## config.mk

```make
export PLATFORM = sky130hd
export DESIGN_NAME = monotonic_time_from_wall_clock
export DESIGN_NICKNAME = d
export VERILOG_FILES = /design/src/rtl/mtwc_pkg.sv /design/src/rtl/monotonic_time_from_wall_clock.sv
export VERILOG_INCLUDE_DIRS = /design/src /design/src/rtl
export SDC_FILE = /design/constraint.sdc
export NUM_CORES = 1
export LEC_CHECK = 0
export ABC_AREA = 0
export BUFFER_PORTS_ARGS = -buffer_cell sky130_fd_sc_hd__buf_4
export CAP_MARGIN = 20
export CORE_MARGIN = 8
export CORE_UTILIZATION = 42
export DETAILED_ROUTE_END_ITERATION = 12
export HOLD_SLACK_MARGIN = 0.12
export MAX_ROUTING_LAYER = met4
export SETUP_SLACK_MARGIN = 0.4
export SYNTH_ARGS = -nofsm -noshare
export SYNTH_HDL_FRONTEND = slang
export SYNTH_SLANG_ARGS = --single-unit
```

## constraint.sdc

```tcl
create_clock -name clk_i -period 9.8 [get_ports clk_i]
set_input_delay 0.98 -clock clk_i [delete_from_list [all_inputs] [get_ports clk_i]]
set_output_delay 0.98 -clock clk_i [all_outputs]
set_load 0.02 [all_outputs]
```

## src/rtl/monotonic_time_from_wall_clock_macros.svh

```systemverilog
// ----------------------------------------------------------------------------
// Assertion macros for monotonic_time_from_wall_clock
// Concurrent checks clocked on clk_i and disabled while rst_ni is low.
// ----------------------------------------------------------------------------
`ifndef MONOTONIC_TIME_FROM_WALL_CLOCK_MACROS_SVH
`define MONOTONIC_TIME_FROM_WALL_CLOCK_MACROS_SVH

// Property that must hold at every clock edge.
`define MTWC_ASSERT(label, prop, msg) \
  label: assert property (@(posedge clk_i) disable iff (!rst_ni) (prop)) else $error(msg);

// Same-cycle implication.
`define MTWC_ASSERT_IMPL(label, ante, cons, msg) \
  label: assert property (@(posedge clk_i) disable iff (!rst_ni) (ante) |-> (cons)) \
    else $error(msg);

// Next-cycle implication.
`define MTWC_ASSERT_NEXT(label, ante, cons, msg) \
  label: assert property (@(posedge clk_i) disable iff (!rst_ni) (ante) |=> (cons)) \
    else $error(msg);

`endif

```

## src/rtl/mtwc_pkg.sv

```systemverilog
// ----------------------------------------------------------------------------
// mtwc_pkg
// Types and constants for the monotonic time from wall clock block.
// ----------------------------------------------------------------------------
package mtwc_pkg;

  localparam int unsigned SecBitsDefault = 32;
  localparam int unsigned SecW           = 32;
  localparam int unsigned UsecW          = 20;
  localparam int unsigned OpW            = 2;
  localparam int unsigned TdataW         = 56;
  localparam int unsigned PadW           = TdataW - SecW - UsecW;

  localparam logic [UsecW-1:0] UsecPerSec = 20'd1000000;
  localparam logic [UsecW-1:0] UsecMax    = 20'd999999;

  typedef enum logic [OpW-1:0] {
    OpRealtime = 2'd0,
    OpMonoRel  = 2'd1,
    OpStable   = 2'd2,
    OpBadClock = 2'd3
  } op_e;

endpackage

```

## src/rtl/monotonic_time_from_wall_clock.sv

```systemverilog
// ----------------------------------------------------------------------------
// monotonic_time_from_wall_clock
// Monotonic relative time and stabilized realtime from wall-clock samples.
// ----------------------------------------------------------------------------
// Takes one word per cycle with no bubbles while the output is not stalled, and
// returns one word for each. The word is captured in an input register, then
// one pass of compare and add/subtract logic updates the stored state and loads
// the result register. That same pass closes the state update (previous sample,
// relative time, base), which sets the one-word-per-cycle rate.
// tuser selects the clock: 0 realtime, 1 monotonic relative, 2 stabilized
// realtime, 3 invalid (result zero, m_axis_tuser high). Seconds are kept
// modulo 2^SEC_BITS; microseconds above 999999 are clamped.
`include "monotonic_time_from_wall_clock_macros.svh"

module monotonic_time_from_wall_clock #(
  parameter int unsigned SEC_BITS = mtwc_pkg::SecBitsDefault
) (
  input  logic                        clk_i,
  input  logic                        rst_ni,
  input  logic                        s_axis_tvalid,
  output logic                        s_axis_tready,
  // [31:0] wall_sec, [51:32] wall_usec, [55:52] zero
  input  logic [mtwc_pkg::TdataW-1:0] s_axis_tdata,
  // [1:0] opcode
  input  logic [mtwc_pkg::OpW-1:0]    s_axis_tuser,
  output logic                        m_axis_tvalid,
  input  logic                        m_axis_tready,
  // [31:0] time_sec, [51:32] time_usec, [55:52] zero
  output logic [mtwc_pkg::TdataW-1:0] m_axis_tdata,
  // [0] bad_clock
  output logic                        m_axis_tuser
);
  import mtwc_pkg::*;

  localparam int unsigned SumW = UsecW + 1;

  // input register
  logic                s1_valid_q;
  op_e                 s1_op_q;
  logic [SecW-1:0]     s1_sec_q;
  logic [UsecW-1:0]    s1_usec_q;

  // block state
  logic [SEC_BITS-1:0] prev_sec_q, prev_sec_d;
  logic [UsecW-1:0]    prev_usec_q, prev_usec_d;
  logic [SEC_BITS-1:0] mono_sec_q, mono_sec_d;
  logic [UsecW-1:0]    mono_usec_q, mono_usec_d;
  logic [SEC_BITS-1:0] base_sec_q, base_sec_d;
  logic [UsecW-1:0]    base_usec_q, base_usec_d;
  logic                started_q, started_d;

  // result register
  logic                out_valid_q;
  logic [SecW-1:0]     out_sec_q, out_sec_d;
  logic [UsecW-1:0]    out_usec_q, out_usec_d;
  logic                out_bad_q, out_bad_d;

  logic                out_load;

  logic [SEC_BITS-1:0] ws, ps, ds, adv_sec, stab_sec, res_sec;
  logic [UsecW-1:0]    wu, pu, du, adv_usec, stab_usec, res_usec;
  logic [SumW-1:0]     adv_sum, stab_sum;
  logic                usec_lt, back, adv_carry, stab_carry;

  assign out_load      = s1_valid_q && (!out_valid_q || m_axis_tready);
  assign s_axis_tready = !s1_valid_q || out_load;

  always_ff @(posedge clk_i or negedge rst_ni) begin
    if (!rst_ni) begin
      s1_valid_q <= 1'b0;
    end else if (s_axis_tready) begin
      s1_valid_q <= s_axis_tvalid;
    end
  end

  always_ff @(posedge clk_i) begin
    if (s_axis_tready && s_axis_tvalid) begin
      s1_op_q   <= op_e'(s_axis_tuser);
      s1_sec_q  <= s_axis_tdata[SecW-1:0];
      s1_usec_q <= s_axis_tdata[SecW+UsecW-1:SecW];
    end
  end

  // sample, with the first sample standing in for the previous one
  always_comb begin
    ws = SEC_BITS'(s1_sec_q);
    wu = (s1_usec_q > UsecMax) ? UsecMax : s1_usec_q;
    ps = started_q ? prev_sec_q : ws;
    pu = started_q ? prev_usec_q : wu;
    usec_lt = wu < pu;
    back    = (ws < ps) || ((ws == ps) && usec_lt);
    du = usec_lt ? UsecW'(SumW'(wu) + SumW'(UsecPerSec) - SumW'(pu)) : (wu - pu);
    ds = ws - ps - SEC_BITS'(usec_lt);

    adv_sum   = SumW'(mono_usec_q) + SumW'(du);
    adv_carry = adv_sum >= SumW'(UsecPerSec);
    adv_usec  = adv_carry ? UsecW'(adv_sum - SumW'(UsecPerSec)) : UsecW'(adv_sum);
    adv_sec   = mono_sec_q + ds + SEC_BITS'(adv_carry);

    stab_sum   = SumW'(base_usec_q) + SumW'(mono_usec_q);
    stab_carry = stab_sum >= SumW'(UsecPerSec);
    stab_usec  = stab_carry ? UsecW'(stab_sum - SumW'(UsecPerSec)) : UsecW'(stab_sum);
    stab_sec   = base_sec_q + mono_sec_q + SEC_BITS'(stab_carry);
  end

  always_comb begin
    prev_sec_d  = prev_sec_q;
    prev_usec_d = prev_usec_q;
    mono_sec_d  = mono_sec_q;
    mono_usec_d = mono_usec_q;
    base_sec_d  = base_sec_q;
    base_usec_d = base_usec_q;
    started_d   = started_q;
    res_sec     = '0;
    res_usec    = '0;
    out_bad_d   = 1'b0;
    unique case (s1_op_q)
      OpRealtime: begin
        if (!started_q) begin
          base_sec_d  = ws;
          base_usec_d = wu;
          prev_sec_d  = ws;
          prev_usec_d = wu;
          started_d   = 1'b1;
        end
        res_sec  = ws;
        res_usec = wu;
      end
      OpMonoRel: begin
        if (!started_q) begin
          base_sec_d  = ws;
          base_usec_d = wu;
          started_d   = 1'b1;
        end
        if (back) begin
          mono_sec_d  = mono_sec_q + SEC_BITS'(1);
          mono_usec_d = '0;
        end else begin
          mono_sec_d  = adv_sec;
          mono_usec_d = adv_usec;
        end
        prev_sec_d  = ws;
        prev_usec_d = wu;
        res_sec     = mono_sec_d;
        res_usec    = mono_usec_d;
      end
      OpStable: begin
        res_sec  = stab_sec;
        res_usec = stab_usec;
      end
      OpBadClock: begin
        out_bad_d = 1'b1;
      end
      default: begin
        out_bad_d = 1'b1;
      end
    endcase
    out_sec_d  = SecW'(res_sec);
    out_usec_d = res_usec;
  end

  always_ff @(posedge clk_i or negedge rst_ni) begin
    if (!rst_ni) begin
      prev_sec_q  <= '0;
      prev_usec_q <= '0;
      mono_sec_q  <= '0;
      mono_usec_q <= '0;
      base_sec_q  <= '0;
      base_usec_q <= '0;
      started_q   <= 1'b0;
      out_valid_q <= 1'b0;
    end else begin
      if (out_load) begin
        prev_sec_q  <= prev_sec_d;
        prev_usec_q <= prev_usec_d;
        mono_sec_q  <= mono_sec_d;
        mono_usec_q <= mono_usec_d;
        base_sec_q  <= base_sec_d;
        base_usec_q <= base_usec_d;
        started_q   <= started_d;
      end
      if (out_load) begin
        out_valid_q <= 1'b1;
      end else if (m_axis_tready) begin
        out_valid_q <= 1'b0;
      end
    end
  end

  always_ff @(posedge clk_i) begin
    if (out_load) begin
      out_sec_q  <= out_sec_d;
      out_usec_q <= out_usec_d;
      out_bad_q  <= out_bad_d;
    end
  end

  assign m_axis_tvalid = out_valid_q;
  assign m_axis_tdata  = {PadW'(0), out_usec_q, out_sec_q};
  assign m_axis_tuser  = out_bad_q;

  `MTWC_ASSERT_IMPL(a_bad_zero, m_axis_tvalid && m_axis_tuser, m_axis_tdata == '0, "bad clock word not zero")
  `MTWC_ASSERT_IMPL(a_usec_range, m_axis_tvalid, out_usec_q <= UsecMax, "usec out of range")
  `MTWC_ASSERT(a_started_sticks, !$fell(started_q), "started flag cleared")
  `MTWC_ASSERT_NEXT(a_stall_holds_s1, s1_valid_q && out_valid_q && !m_axis_tready, s1_valid_q, "input word lost under stall")

endmodule
```

# Yosys cells after proc, flatten, opt, wreduce, memory -nomap -nowiden
# Cells that the tools add are included.
# op_classes
bitwise_logic	1
n_mux	15
order_cmp	5
add_sub_neg	14
reduce_logical	16
n_eq_ne	4
# ops
operator	count
$mux W20	6
$pmux W32 S3	1
$add A32 B1 Y32	2
$add A32 B32 Y32	2
$mux W32	2
$pmux W32 S2	1
$pmux W20 S3	1
$add A20 B20 Y21	2
$ge A21 B20 Y1 const B	2
$pmux W20 S2	1
$sub A20 B20 Y20	2
$sub A20 B20 Y20 const B	2
$add A32 B1 Y32 const B	1
$eq A32 B32 Y1	1
$lt A32 B32 Y1	1
$sub A32 B1 Y32	1
$sub A32 B32 Y32	1
$add A20 B20 Y20 const B	1
$gt A20 B20 Y1 const B	1
$lt A20 B20 Y1	1
$reduce_and A2 Y1	3
$eq A2 B2 Y1 const B	2
$reduce_bool A2 Y1	2
$logic_and A1 B1 Y1	3
other kinds (8)	13
# totals
register_bits	266
out_inout_bits	59

# Depth between registers and ports, before layout
# Gate-level depths: netlist of run 1.
# depth
ltp_word	10
ltp_mapped	47
mapped_depth_nobuf	43

# Worst setup path before layout of run 1
# No wires, ideal clock.
# synth_timing
path_kind	flip-flop to flip-flop
startpoint	register s1_usec_q[8]
endpoint	register out_sec_q[26], data pin
setup_ns	0.271
slack_ns	0.516
arrival_ns	9.013
path_stages_with_launch	43
path_cell_list	edfxtp_1 o31a_1 o31ai_1 a21oi_2 nor2_1 inv_1 mux2i_1 inv_1 fa_1 o31ai_1 a211o_1 o2111a_1 o21ai_0 nand2b_1 clkbuf_1 clkbuf_1 nor2_1 a21oi_1 [... 7 more ...] nor4b_1 o41a_1 buf_2 inv_2 fa_1 inv_1 fa_1 nor2b_1 o31a_1 o21ai_0 a21boi_0 o31ai_1 o21bai_1 a21o_1 a2111oi_0 o41ai_1 o21ai_1 o22ai_1
# synth_between
elab_chain_cells	10
elab_cells_between_ends	17
# synth_lines
element	line	text
start, declared	monotonic_time_from_wall_clock.sv:41	logic [UsecW-1:0] s1_usec_q;
start signal, assigned	monotonic_time_from_wall_clock.sv:80	s1_usec_q <= s_axis_tdata[SecW+UsecW-1:SecW];
$gt A20 B20 Y1 *	monotonic_time_from_wall_clock.sv:87	wu = (s1_usec_q > UsecMax) ? UsecMax : s1_usec_q;
$mux W20 *	monotonic_time_from_wall_clock.sv:87	
net wu[1]	monotonic_time_from_wall_clock.sv:61	logic [UsecW-1:0] wu, pu, du, adv_usec, stab_usec, res_usec;
$add A20 B20 Y20 or $mux W20 (tied branches)	-	
$sub A20 B20 Y20 or $lt A20 B20 Y1 (tied branches)	monotonic_time_from_wall_clock.sv:92, monotonic_time_from_wall_clock.sv:90	
$mux W20	monotonic_time_from_wall_clock.sv:92	du = usec_lt ? UsecW'(SumW'(wu) + SumW'(UsecPerSec) - SumW'(pu)) : (wu - pu);
$add A20 B20 Y21	monotonic_time_from_wall_clock.sv:95	adv_sum = SumW'(mono_usec_q) + SumW'(du);
$ge A21 B20 Y1	monotonic_time_from_wall_clock.sv:96	adv_carry = adv_sum >= SumW'(UsecPerSec);
$add A32 B1 Y32	monotonic_time_from_wall_clock.sv:98	adv_sec = mono_sec_q + ds + SEC_BITS'(adv_carry);
$mux W32 *	monotonic_time_from_wall_clock.sv:135	if (back) begin
$pmux W32 S3 *	monotonic_time_from_wall_clock.sv:117	unique case (s1_op_q)
net out_sec_d[26]	monotonic_time_from_wall_clock.sv:54	logic [SecW-1:0] out_sec_q, out_sec_d;
end signal, assigned	monotonic_time_from_wall_clock.sv:192	out_sec_q <= out_sec_d;
end, declared	monotonic_time_from_wall_clock.sv:54	
# The timed path passes the listed nets; every way through them passes the cells marked *.
# A chain may end at the register's enable or synchronous reset.

# Worst setup path in the final report of run 1
# layout_timing
startpoint	register s1_usec_q[6]
endpoint	register out_sec_q[26], data pin
# The elaborated chain is that of the path after synthesis.

==> summary.md, run 1 <==
| Metric | Value |
|---|---|
| Peak VDD IR | 203 uV |
| Root Driver | clkbuf_16 |
| CP startpoint kind | flop |
| Core area | 0.0514 mm^2 |
| Clk sinks | 266 |
| Synth area leader | dfrtp_1 |
| Setup WS pre-CTS | -0.0706 ns |
| Pins over their slew limit | 0 |
| FF-to-FF path depth | 45 |
| Accumulated negative setup slack | 0 ns |
| Mapped Area | 0.0219 mm^2 |
| Worst-Margin Slew | 0.973 ns |
| Cells taking the most area after synthesis | dfrtp_1 18%, edfxtp_1 15%, ha_1 12% |
| Worst hold path type | input port to asynchronous set/reset pin |
| Final Cell Area | 0.0260 mm^2 |
| TritonRoute pass-1 iters | 5 |
| Total of warnings raised by yosys | 0 |
| Max-Cap Viols | 0 |
| Crit. End Element | flop |
| Worst skew pair latency | 0.56 ns |
| End of the worst register-to-register path | out_sec_q[26] |
| Clock slew at reported path FFs | 0.06 ns |
| #FFs+latches synth | 266 |
| ANT nets after route | 0 |
| Die area | 0.0597 mm^2 |
| Async set-or-reset flop fraction in the synthesized netlist | 59.8% |
| Die X | 244 um |
| I/O pin count | 121 |
| Layout cells sized above 1 | 15.8% |
| Placed Instance Area | 0.0242 mm^2 |
| Number of synthesized flops with an enable pin | 107 |
| Cells after Synth | 2,541 |
| GPL Wtd Cong | 0.928 |
| Starting Density | 42.6% |
| Vias | 19,325 |
| Die height | 244 um |
| Run status | finished, final reports clean |
| Largest net degree at the start of global routing | 69 |
| Layout area overhead | 18.6% |
| Leakage | 11.8 nW |
| Power per cell area | 342 mW/mm^2 |
| Relative slew slack | 34.9% |
| CP max-delay cell | edfxtp_1 |
| Post-DP HPWL | 52,900 um |
| Initial antenna violation count | 1 |
| Final worst slack | 0.670 ns |
| H-tree depth | 2 |
| Top cell type's share of synthesized area | 18.2% |
| Max incr delay on CP | 0.39 ns |
| R2r startpoint | s1_usec_q[6] |
| CP Max Fanout | 5 |
| Final net count | 3,074 |
| RSZ-0062 raised after global routing | yes |
| Fin. Hold Viols | 0 |
| Reg-to-reg slack, setup | 0.67 ns |
| CP startpoint | s1_usec_q[6] |
| Setup violators final | 0 |
| First DRT Iteration DRCs | 1,213 |
| Final period util | 93.2% |
| TritonCTS Buffers | 34 |
| Post-synth cell types | 83 |
| Global-route wire length before repair | 108,000 um |
| ANT cells | 0 |
| Avg Cell Area, Syn | 8.62 um^2 |
| Final wirelength | 69,900 um |
| Layout Skew | 0.0300 ns |
| WS Path Type | flop to flop |
| Routed WL per cell | 20.2 um |
| Post-synthesis sequential area ratio | 32.8% |
| CTS tree | yes |
| PortBufs | 112 |
| Drt via density | 5.58 |
| Placed instance count | 3,371 |
| Setup crit end | out_sec_q[26] |
| Min cycle time layout | 9.13 ns |
| # hold bufs at CTS | 0 |
| Cell Count, Final, Fillers Out | 3,465 |
| Tot GR Track Use | 23.5% |
| WP data required | 10.08 ns |
| FMAX | 0.110 GHz |
| Synth Flop Type | dfrtp_1 |
| Critical path arrival | 9.41 ns |
| Rows | 83 |
| GRT overflow | 0 |
| Vias in the first global route | 18,975 |
| # DRC | 0 |
| Clk buf depth | 3 |
how the worst min path moves through the flow:
| stage | to | slack [ns] | cells after the start |
|---|---|---|---|
| after floorplan | prev_usec_q[14] | 0.45 | 2 |
| after global placement | prev_sec_q[5] | 0.46 | 2 |
| after detailed placement | prev_usec_q[17] | 0.47 | 2 |
| after CTS | prev_sec_q[14] | 0.39 | 1 |
| after global routing | base_sec_q[12] | 0.41 | 1 |
| final | base_sec_q[12] | 0.38 | 1 |
cell type report:
cell class / count / area, um^2
fill: 4899 / 25400
multi-input combinational: 1957 / 13900
sequential: 266 / 7190
timing repair buffer: 278 / 2120
clock buffer: 39 / 891
tap: 680 / 851
inverter: 223 / 837
clock inverter: 22 / 174
layer usage:
layer  wire length, um  part of all wire (%)  global-route usage (%)
met3              3360                   4.8                    3.36
met2             32400                    46                    37.8
met1             31600                    45                    30.2
met5                 0                     0                       -
met4              2530                   3.6                    7.97
cells in the mapped netlist, drive strengths merged, types with 30 or more instances:
library cell and number:
a21boi 42, a21o 37, a21oi 159, clkbuf 74, dfrtp 159, edfxtp 107
fa 46, ha 206, inv 223, mux2i 34, nand2 330, nand3 45
nand4 30, nor2 176, nor3 40, o21ai 245, o22ai 31, xnor2 107
xor2 63
timing repair:
item | CTS | global route
endpoints found under the setup margin | 18 | 29
setup buffers | 7 | 26
hold endpoints to repair | 0 | 0
resized for setup | 21 | 82
pin swaps | 8 | 54
registers in the layout, indices dropped and copies added, names as in the netlist, 20 cells and up:
name         cells
s1_sec_q        32
s1_usec_q       20
prev_usec_q     20
out_sec_q       32
mono_usec_q     20
prev_sec_q      32
base_usec_q     20
out_usec_q      20
base_sec_q      32
mono_sec_q      32
critical path, delay by kind of cell (launching register included):
| family | cells | cell delay, ns |
|---|---|---|
| buffers and inverters | 7 | 0.83 |
| XOR/XNOR | 2 | 0.21 |
| AO/OA/AOI/OAI | 21 | 3.94 |
| multiplexers | 3 | 0.78 |
| AND/OR/NAND/NOR | 6 | 0.85 |
| adder cells (fa/ha/maj) | 6 | 1.84 |
| flip-flops | 1 | 0.39 |
power breakdown:
part	internal, mW	leakage [nW]	total [mW]	switching [mW]
logic	2.68	8.22	5.98	3.30
clock network	0.708	0.504	1.24	0.528
registers	1.41	3.10	1.67	0.261
total	4.79	11.8	8.88	4.09
cell usage in the layout (no fill, tap or decap), types with 45 or more instances in the layout:
cell      instances
xor2_1           63
a21oi_1         150
nor2_1          170
xnor2_1         106
nand2_1         326
dfrtp_1         158
ha_1            200
o21ai_0         210
edfxtp_1        107
nand3_1          45
inv_1           217
buf_4           271
cell families after synthesis:
| kind of cell | Yosys count | synth area share (%) |
|---|---|---|
| mux | 42 | 1.97 |
| other cells | 1 | 0.0171 |
| buf+inv | 321 | 5.67 |
| simple gates | 763 | 15.9 |
| fa+ha+maj | 252 | 16.0 |
| xor+xnor | 170 | 6.80 |
| compound gates | 726 | 20.9 |
| flops | 266 | 32.8 |
per-stage QoR:
stage / utilization [%] / total power [mW] / hold slack (ns)
CTS: 49.5 / 8.56 / 0.393
detailed placement: 47.2 / 7.18 / 0.472
finish: 50.5 / 8.88 / 0.380
global route: 50.5 / 9.61 / 0.412
global placement: 47.2 / 7.12 / 0.463
floorplan: - / 5.42 / 0.446
Power figures use the tool's default switching activity.
==> run 2: changes to the inputs <==
- GPL_ROUTABILITY_DRIVEN: unset -> 0
- MAX_ROUTING_LAYER: met4 -> unset
==> summary.md, run 2 (synthesis results as in run 1) <==
| Metric | Value |
|---|---|
| Worst-Margin Slew | 1.12 ns (was 0.973 ns) |
| Leakage | 11.7 nW (was 11.8 nW) |
| CTS tree | yes (unchanged) |
| Initial antenna violation count | 0 (was 1) |
| PortBufs | 112 (unchanged) |
| Most common cell after layout, fill and taps aside | nand2_1 (unchanged) |
| Die height | 244 um (unchanged) |
| Vias | 19,315 (was 19,325) |
| Tot GR Track Use | 21.9% (was 23.5%) |
| Worst skew pair latency | 0.56 ns (about the same) |
| FILL cells | 4,857 (was 4,899) |
| Clk sinks | 266 (unchanged) |
| ANT nets after route | 0 (unchanged) |
| Run status | finished, final reports clean (unchanged) |
| FMAX | 0.109 GHz (was 0.110 GHz) |
| Accumulated negative setup slack | 0 ns (unchanged) |
| Final net count | 3,029 (was 3,074) |
| Clk buf depth | 3 (unchanged) |
| Clock slew at reported path FFs | 0.06 ns (about the same) |
| Power per cell area | 342 mW/mm^2 (about the same) |
| Largest net degree at the start of global routing | 74 (was 69) |
| Layout area overhead | 18.2% (was 18.6%) |
| Final wirelength | 67,800 um (was 69,900 um) |
| Root Driver | clkbuf_16 (unchanged) |
| Routed WL per cell | 19.8 um (was 20.2 um) |
| Post-DP HPWL | 50,700 um (was 52,900 um) |
| Core area | 0.0514 mm^2 (unchanged) |
| Die X | 244 um (unchanged) |
| ANT cells | 0 (unchanged) |
| Setup violators final | 0 (unchanged) |
| FF/Latch Area | 0.00719 mm^2 (unchanged) |
| FF-to-FF path depth | 43 (was 45) |
| Area of the multi-input gates | 0.0140 mm^2 (was 0.0139 mm^2) |
| Max incr delay on CP | 0.45 ns (was 0.39 ns) |
| Global-route wire length before repair | 105,000 um (was 108,000 um) |
| Layout Skew | 0.0330 ns (was 0.0300 ns) |
| Drt via density | 5.65 (was 5.58) |
| Reg-to-reg slack, setup | 0.67 ns (about the same) |
| Relative slew slack | 24.8% (was 34.9%) |
| GRT overflow | 0 (unchanged) |
| I/O pin count | 121 (unchanged) |
| Cell mode on critical path | a21o_1 |
| Critical path arrival | 9.43 ns (was 9.41 ns) |
| Fin. Hold Viols | 0 (unchanged) |
| Peak VDD IR | 237 uV (was 203 uV) |
| Rows | 83 (unchanged) |
| Max-Cap Viols | 0 (unchanged) |
| WP data required | 10.10 ns (was 10.08 ns) |
| Min Hold Slack | 0.445 ns (was 0.380 ns) |
| TritonCTS Buffers | 34 (unchanged) |
| RSZ-0062 raised after global routing | yes (unchanged) |
| TritonRoute pass-1 iters | 5 (unchanged) |
| WS Path Type | flop to flop (unchanged) |
| CP Max Fanout | 9 (was 5) |
| Min cycle time layout | 9.13 ns (about the same) |
| Final Total Pwr | 8.85 mW (was 8.88 mW) |
| Pins over their slew limit | 0 (unchanged) |
| Vias in the first global route | 18,897 (was 18,975) |
| Most frequent cells in the layout | 323 x nand2_1, 224 x buf_4, 218 x inv_1 (was 326 x nand2_1, 271 x buf_4, 217 x inv_1) |
| CP max-delay cell | edfxtp_1 (unchanged) |
| Final period util | 93.2% (about the same) |
| # DRC | 0 (unchanged) |
| Crit. End Element | flop (unchanged) |
| H-tree depth | 2 (unchanged) |
| Worst hold path type | input port to asynchronous set/reset pin (unchanged) |
| Starting Density | 42.6% (unchanged) |
| Layout cells sized above 1 | 14.9% (was 15.8%) |
| First DRT Iteration DRCs | 1,155 (was 1,213) |
| Die area | 0.0597 mm^2 (unchanged) |
| # hold bufs at CTS | 0 (unchanged) |
| CP startpoint kind | flop (unchanged) |
## run 2: cell count changes in the layout (fill, tap and decap cells not counted), sizes merged
cell,previous run,this run
buf,278,231
bufinv,2,5
clkbuf,39,48
clkinv,13,7
clkinvlp,6,2
## run 2: cell type report
class                      instances  area share (%)
multi-input combinational       1957            54.0
sequential                       266            27.8
timing repair buffer             233            7.06
clock buffer                      46            3.74
tap                              680            3.29
inverter                         223            3.23
clock inverter                    15           0.856
## run 2: stage by stage
step           cells  worst slack (ns)  util (%)  area [um^2]
6_report        3420             0.667      50.3        25900
5_1_grt         3420             0.218      50.3        25900
4_1_cts         3388             0.319      49.0        25200
3_5_place_dp    3325            -0.181      46.5        23900
3_3_place_gp    3325             0.131      46.5        23900
2_1_floorplan   2544             0.516         -        21900
## run 2: metal layers
layer / wire length [um] / GRT usage (%) / up-vias
met3: 3510 / 2.82 / 144
li1: - / - / 9321
met2: 31700 / 36.7 / 600
met4: 2820 / 8.46 / 0
met1: 29800 / 28.6 / 9250
met5: 0 / 0 / -
## run 2: worst max-delay path: cells and delay by family (launching register included)
kind / cells / cell delay (ns)
AOI/OAI and AO/OA: 23 / 4.75
and+or+nand+nor: 6 / 0.95
muxes: 1 / 0.23
adders and majority gates: 5 / 1.43
xor gates and xnor gates: 1 / 0.13
DFF: 1 / 0.45
buffers and inverters: 7 / 0.95
## run 2: path summary, 6_finish.rpt
| path | startpoint | endpoint |
|---|---|---|
| setup / recovery | s1_usec_q[13] | out_sec_q[24] |
| max in group asynchronous | rst_ni | started_q |
| hold reg to reg | prev_sec_q[18] | prev_sec_q[18] |
| min in group clk_i | prev_sec_q[18] | prev_sec_q[18] |
| hold / removal | rst_ni | prev_sec_q[9] |
| setup reg to reg | s1_usec_q[13] | out_sec_q[24] |
## run 2: where the power goes
group / total [mW] / leakage (nW) / switching, mW / internal (mW)
registers: 1.66 / 3.10 / 0.257 / 1.41
clock network: 1.35 / 0.573 / 0.522 / 0.828
logic: 5.84 / 8.04 / 3.29 / 2.54
total: 8.85 / 11.7 / 4.07 / 4.78
## run 2: timing repair
item	in CTS	in global routing
cloned	0	2
gates resized for setup	20	100
endpoints found under the setup margin	16	36
setup buffers	2	29
pin swaps	5	65
==> run 3: changes to the inputs <==
- CELL_PAD_IN_SITES_DETAIL_PLACEMENT: unset -> 1
- CELL_PAD_IN_SITES_GLOBAL_PLACEMENT: unset -> 1
- CTS_BUF_LIST: unset -> sky130_fd_sc_hd__clkbuf_2
- PLACE_DENSITY_LB_ADDON: unset -> 0.1
==> summary.md, run 3 (synthesis results as in run 1) <==
| Metric | Value |
|---|---|
| WS Path Type | flop to flop (unchanged) |
| CP Max Fanout | 8 (was 9) |
| Clk buf depth | 3 (unchanged) |
| RSZ-0062 raised after global routing | no (was yes) |
| Die area | 0.0597 mm^2 (unchanged) |
| Layout cells sized above 1 | 17.4% (was 14.9%) |
| Relative slew slack | 34.6% (was 24.8%) |
| Crit. End Element | flop (unchanged) |
| PortBufs | 112 (unchanged) |
| Setup WS pre-CTS | -0.314 ns (was -0.181 ns) |
| Run status | finished, final reports clean (unchanged) |
| Worst skew pair latency | 1.08 ns (was 0.56 ns) |
| Leakage | 12.0 nW (was 11.7 nW) |
| WP depth | 45 (was 43) |
| Worst-Margin Slew | 0.981 ns (was 1.12 ns) |
| Max incr delay on CP | 0.42 ns (was 0.45 ns) |
| Pins over their slew limit | 0 (unchanged) |
| FF/Latch Area | 0.00719 mm^2 (unchanged) |
| Critical path arrival | 9.98 ns (was 9.43 ns) |
| CP top delay family | compound AO/OA/AOI/OAI gates (unchanged) |
| Vias | 20,191 (was 19,315) |
| WP data required | 10.57 ns (was 10.10 ns) |
| FMAX | 0.109 GHz (about the same) |
| Largest net degree at the start of global routing | 93 (was 74) |
| FF-to-FF path depth | 45 (was 43) |
| Most common cell after layout, fill and taps aside | nand2_1 (unchanged) |
| Area of the multi-input gates | 0.0140 mm^2 (about the same) |
| Worst hold path type | flop to flop (was input port to asynchronous set/reset pin) |
| Final net count | 3,142 (was 3,029) |
| Routed WL per cell | 21.4 um (was 19.8 um) |
| Layout area overhead | 19.3% (was 18.2%) |
| Root Driver | clkbuf_2 (was clkbuf_16) |
| I/O pin count | 121 (unchanged) |
| Rows | 83 (unchanged) |
| Clock slew at reported path FFs | 0.12 ns (was 0.06 ns) |
| Die height | 244 um (unchanged) |
| Drt via density | 5.64 (was 5.65) |
| # DRC | 0 (unchanged) |
| Layout Skew | 0.0640 ns (was 0.0330 ns) |
| Final wirelength | 76,700 um (was 67,800 um) |
| Cell mode on critical path | buf_4 (was a21o_1) |
| CP startpoint kind | flop (unchanged) |
| Max-Cap Viols | 0 (unchanged) |
| Fin. Hold Viols | 0 (unchanged) |
| FILL cells | 6,170 (was 4,857) |
| TritonCTS Buffers | 80 (was 34) |
| GRT overflow | 0 (unchanged) |
| Buf/Inv on CP | 7 (unchanged) |
| Peak VDD IR | 148 uV (was 237 uV) |
| Post-DP HPWL | 56,800 um (was 50,700 um) |
| ANT nets after route | 0 (unchanged) |
| TritonRoute pass-1 iters | 5 (unchanged) |
| Starting Density | 42.6% (unchanged) |
| Final period util | 94.0% (was 93.2%) |
| Clk sinks | 266 (unchanged) |
| Initial antenna violation count | 4 (was 0) |
| Global-route wire length before repair | 119,000 um (was 105,000 um) |
| H-tree depth | 3 (was 2) |
| Min cycle time layout | 9.21 ns (was 9.13 ns) |
| Most frequent cells in the layout | 323 x nand2_1, 236 x buf_4, 216 x inv_1 (was 323 x nand2_1, 224 x buf_4, 218 x inv_1) |
| CTS tree | yes (unchanged) |
| Tot GR Track Use | 24.9% (was 21.9%) |
| Final worst slack | 0.586 ns (was 0.667 ns) |
| Core area | 0.0514 mm^2 (unchanged) |
| First DRT Iteration DRCs | 973 (was 1,155) |
| Min Hold Slack | 0.491 ns (was 0.445 ns) |
| Hold path depth | 2 |
| Die X | 244 um (unchanged) |
| Vias in the first global route | 21,483 (was 18,897) |
| Power per cell area | 330 mW/mm^2 (was 342 mW/mm^2) |
| CP max-delay cell | edfxtp_1 (unchanged) |
| Setup violators final | 0 (unchanged) |
==> run 3: per-layer routing <==
metal / global-route usage (%) / routed length (um)
met4: 9.69 / 2840
met3: 3.83 / 3000
met1: 30.0 / 32400
met2: 44.3 / 38500
met5: 0 / 20
==> run 3: layout make-up <==
cell class	instances	area share, %
Multi-Input combinational cell	1957	53.7
Sequential cell	266	27.5
Timing Repair Buffer	300	9.39
Tap cell	680	3.26
Inverter	223	3.20
Clock buffer	113	2.16
Clock inverter	34	0.732
Antenna cell	5	0.0479
==> run 3: stage by stage <==
| step | cell area, um^2 | TNS (ns) | power (mW) | cells | utilization [%] |
|---|---|---|---|---|---|
| final | 26100 | 0 | 8.63 | 3578 | 50.8 |
| after global routing | 26100 | 0 | 9.33 | 3578 | 50.8 |
| after CTS | 25500 | 0 | 8.27 | 3544 | 49.6 |
| after detailed placement | 24000 | -1.18 | 7.16 | 3334 | 46.6 |
| after global placement | 24000 | 0 | 6.98 | 3334 | 46.6 |
| after floorplan | 21900 | 0 | 5.42 | 2544 | - |
==> run 3: path summary, 6_finish.rpt <==
kind	from	endpoint	slack, ns
max	s1_usec_q[8]	out_sec_q[24]	0.59
max in group asynchronous	rst_ni	started_q	7.57
max reg2reg	s1_usec_q[8]	out_sec_q[24]	0.59
min in group asynchronous	rst_ni	mono_usec_q[18]	0.60
min	prev_sec_q[12]	prev_sec_q[12]	0.49
min reg2reg	prev_sec_q[12]	prev_sec_q[12]	0.49
==> run 3: power by group <==
part | internal [mW] | leakage [nW] | total, mW | switching [mW]
Clock | 0.368 | 0.568 | 0.926 | 0.558
Sequential | 1.40 | 3.10 | 1.67 | 0.265
Combinational | 2.58 | 8.31 | 6.04 | 3.46
==> run 3: tightest hold or removal path, stage by stage, from the launching register on <==
cell and delay, ns:
dfrtp_1 0.35, nand2_1 0.05, o21ai_0 0.06
==> run 3: what timing repair did <==
action                                 CTS  global route
setup endpoints to repair               30            31
hold buffers                            57             0
buffers inserted                         5            27
gates cloned                             1             1
resized for setup                       35            91
pin swaps                               11            52
endpoints found under the hold margin  147             0
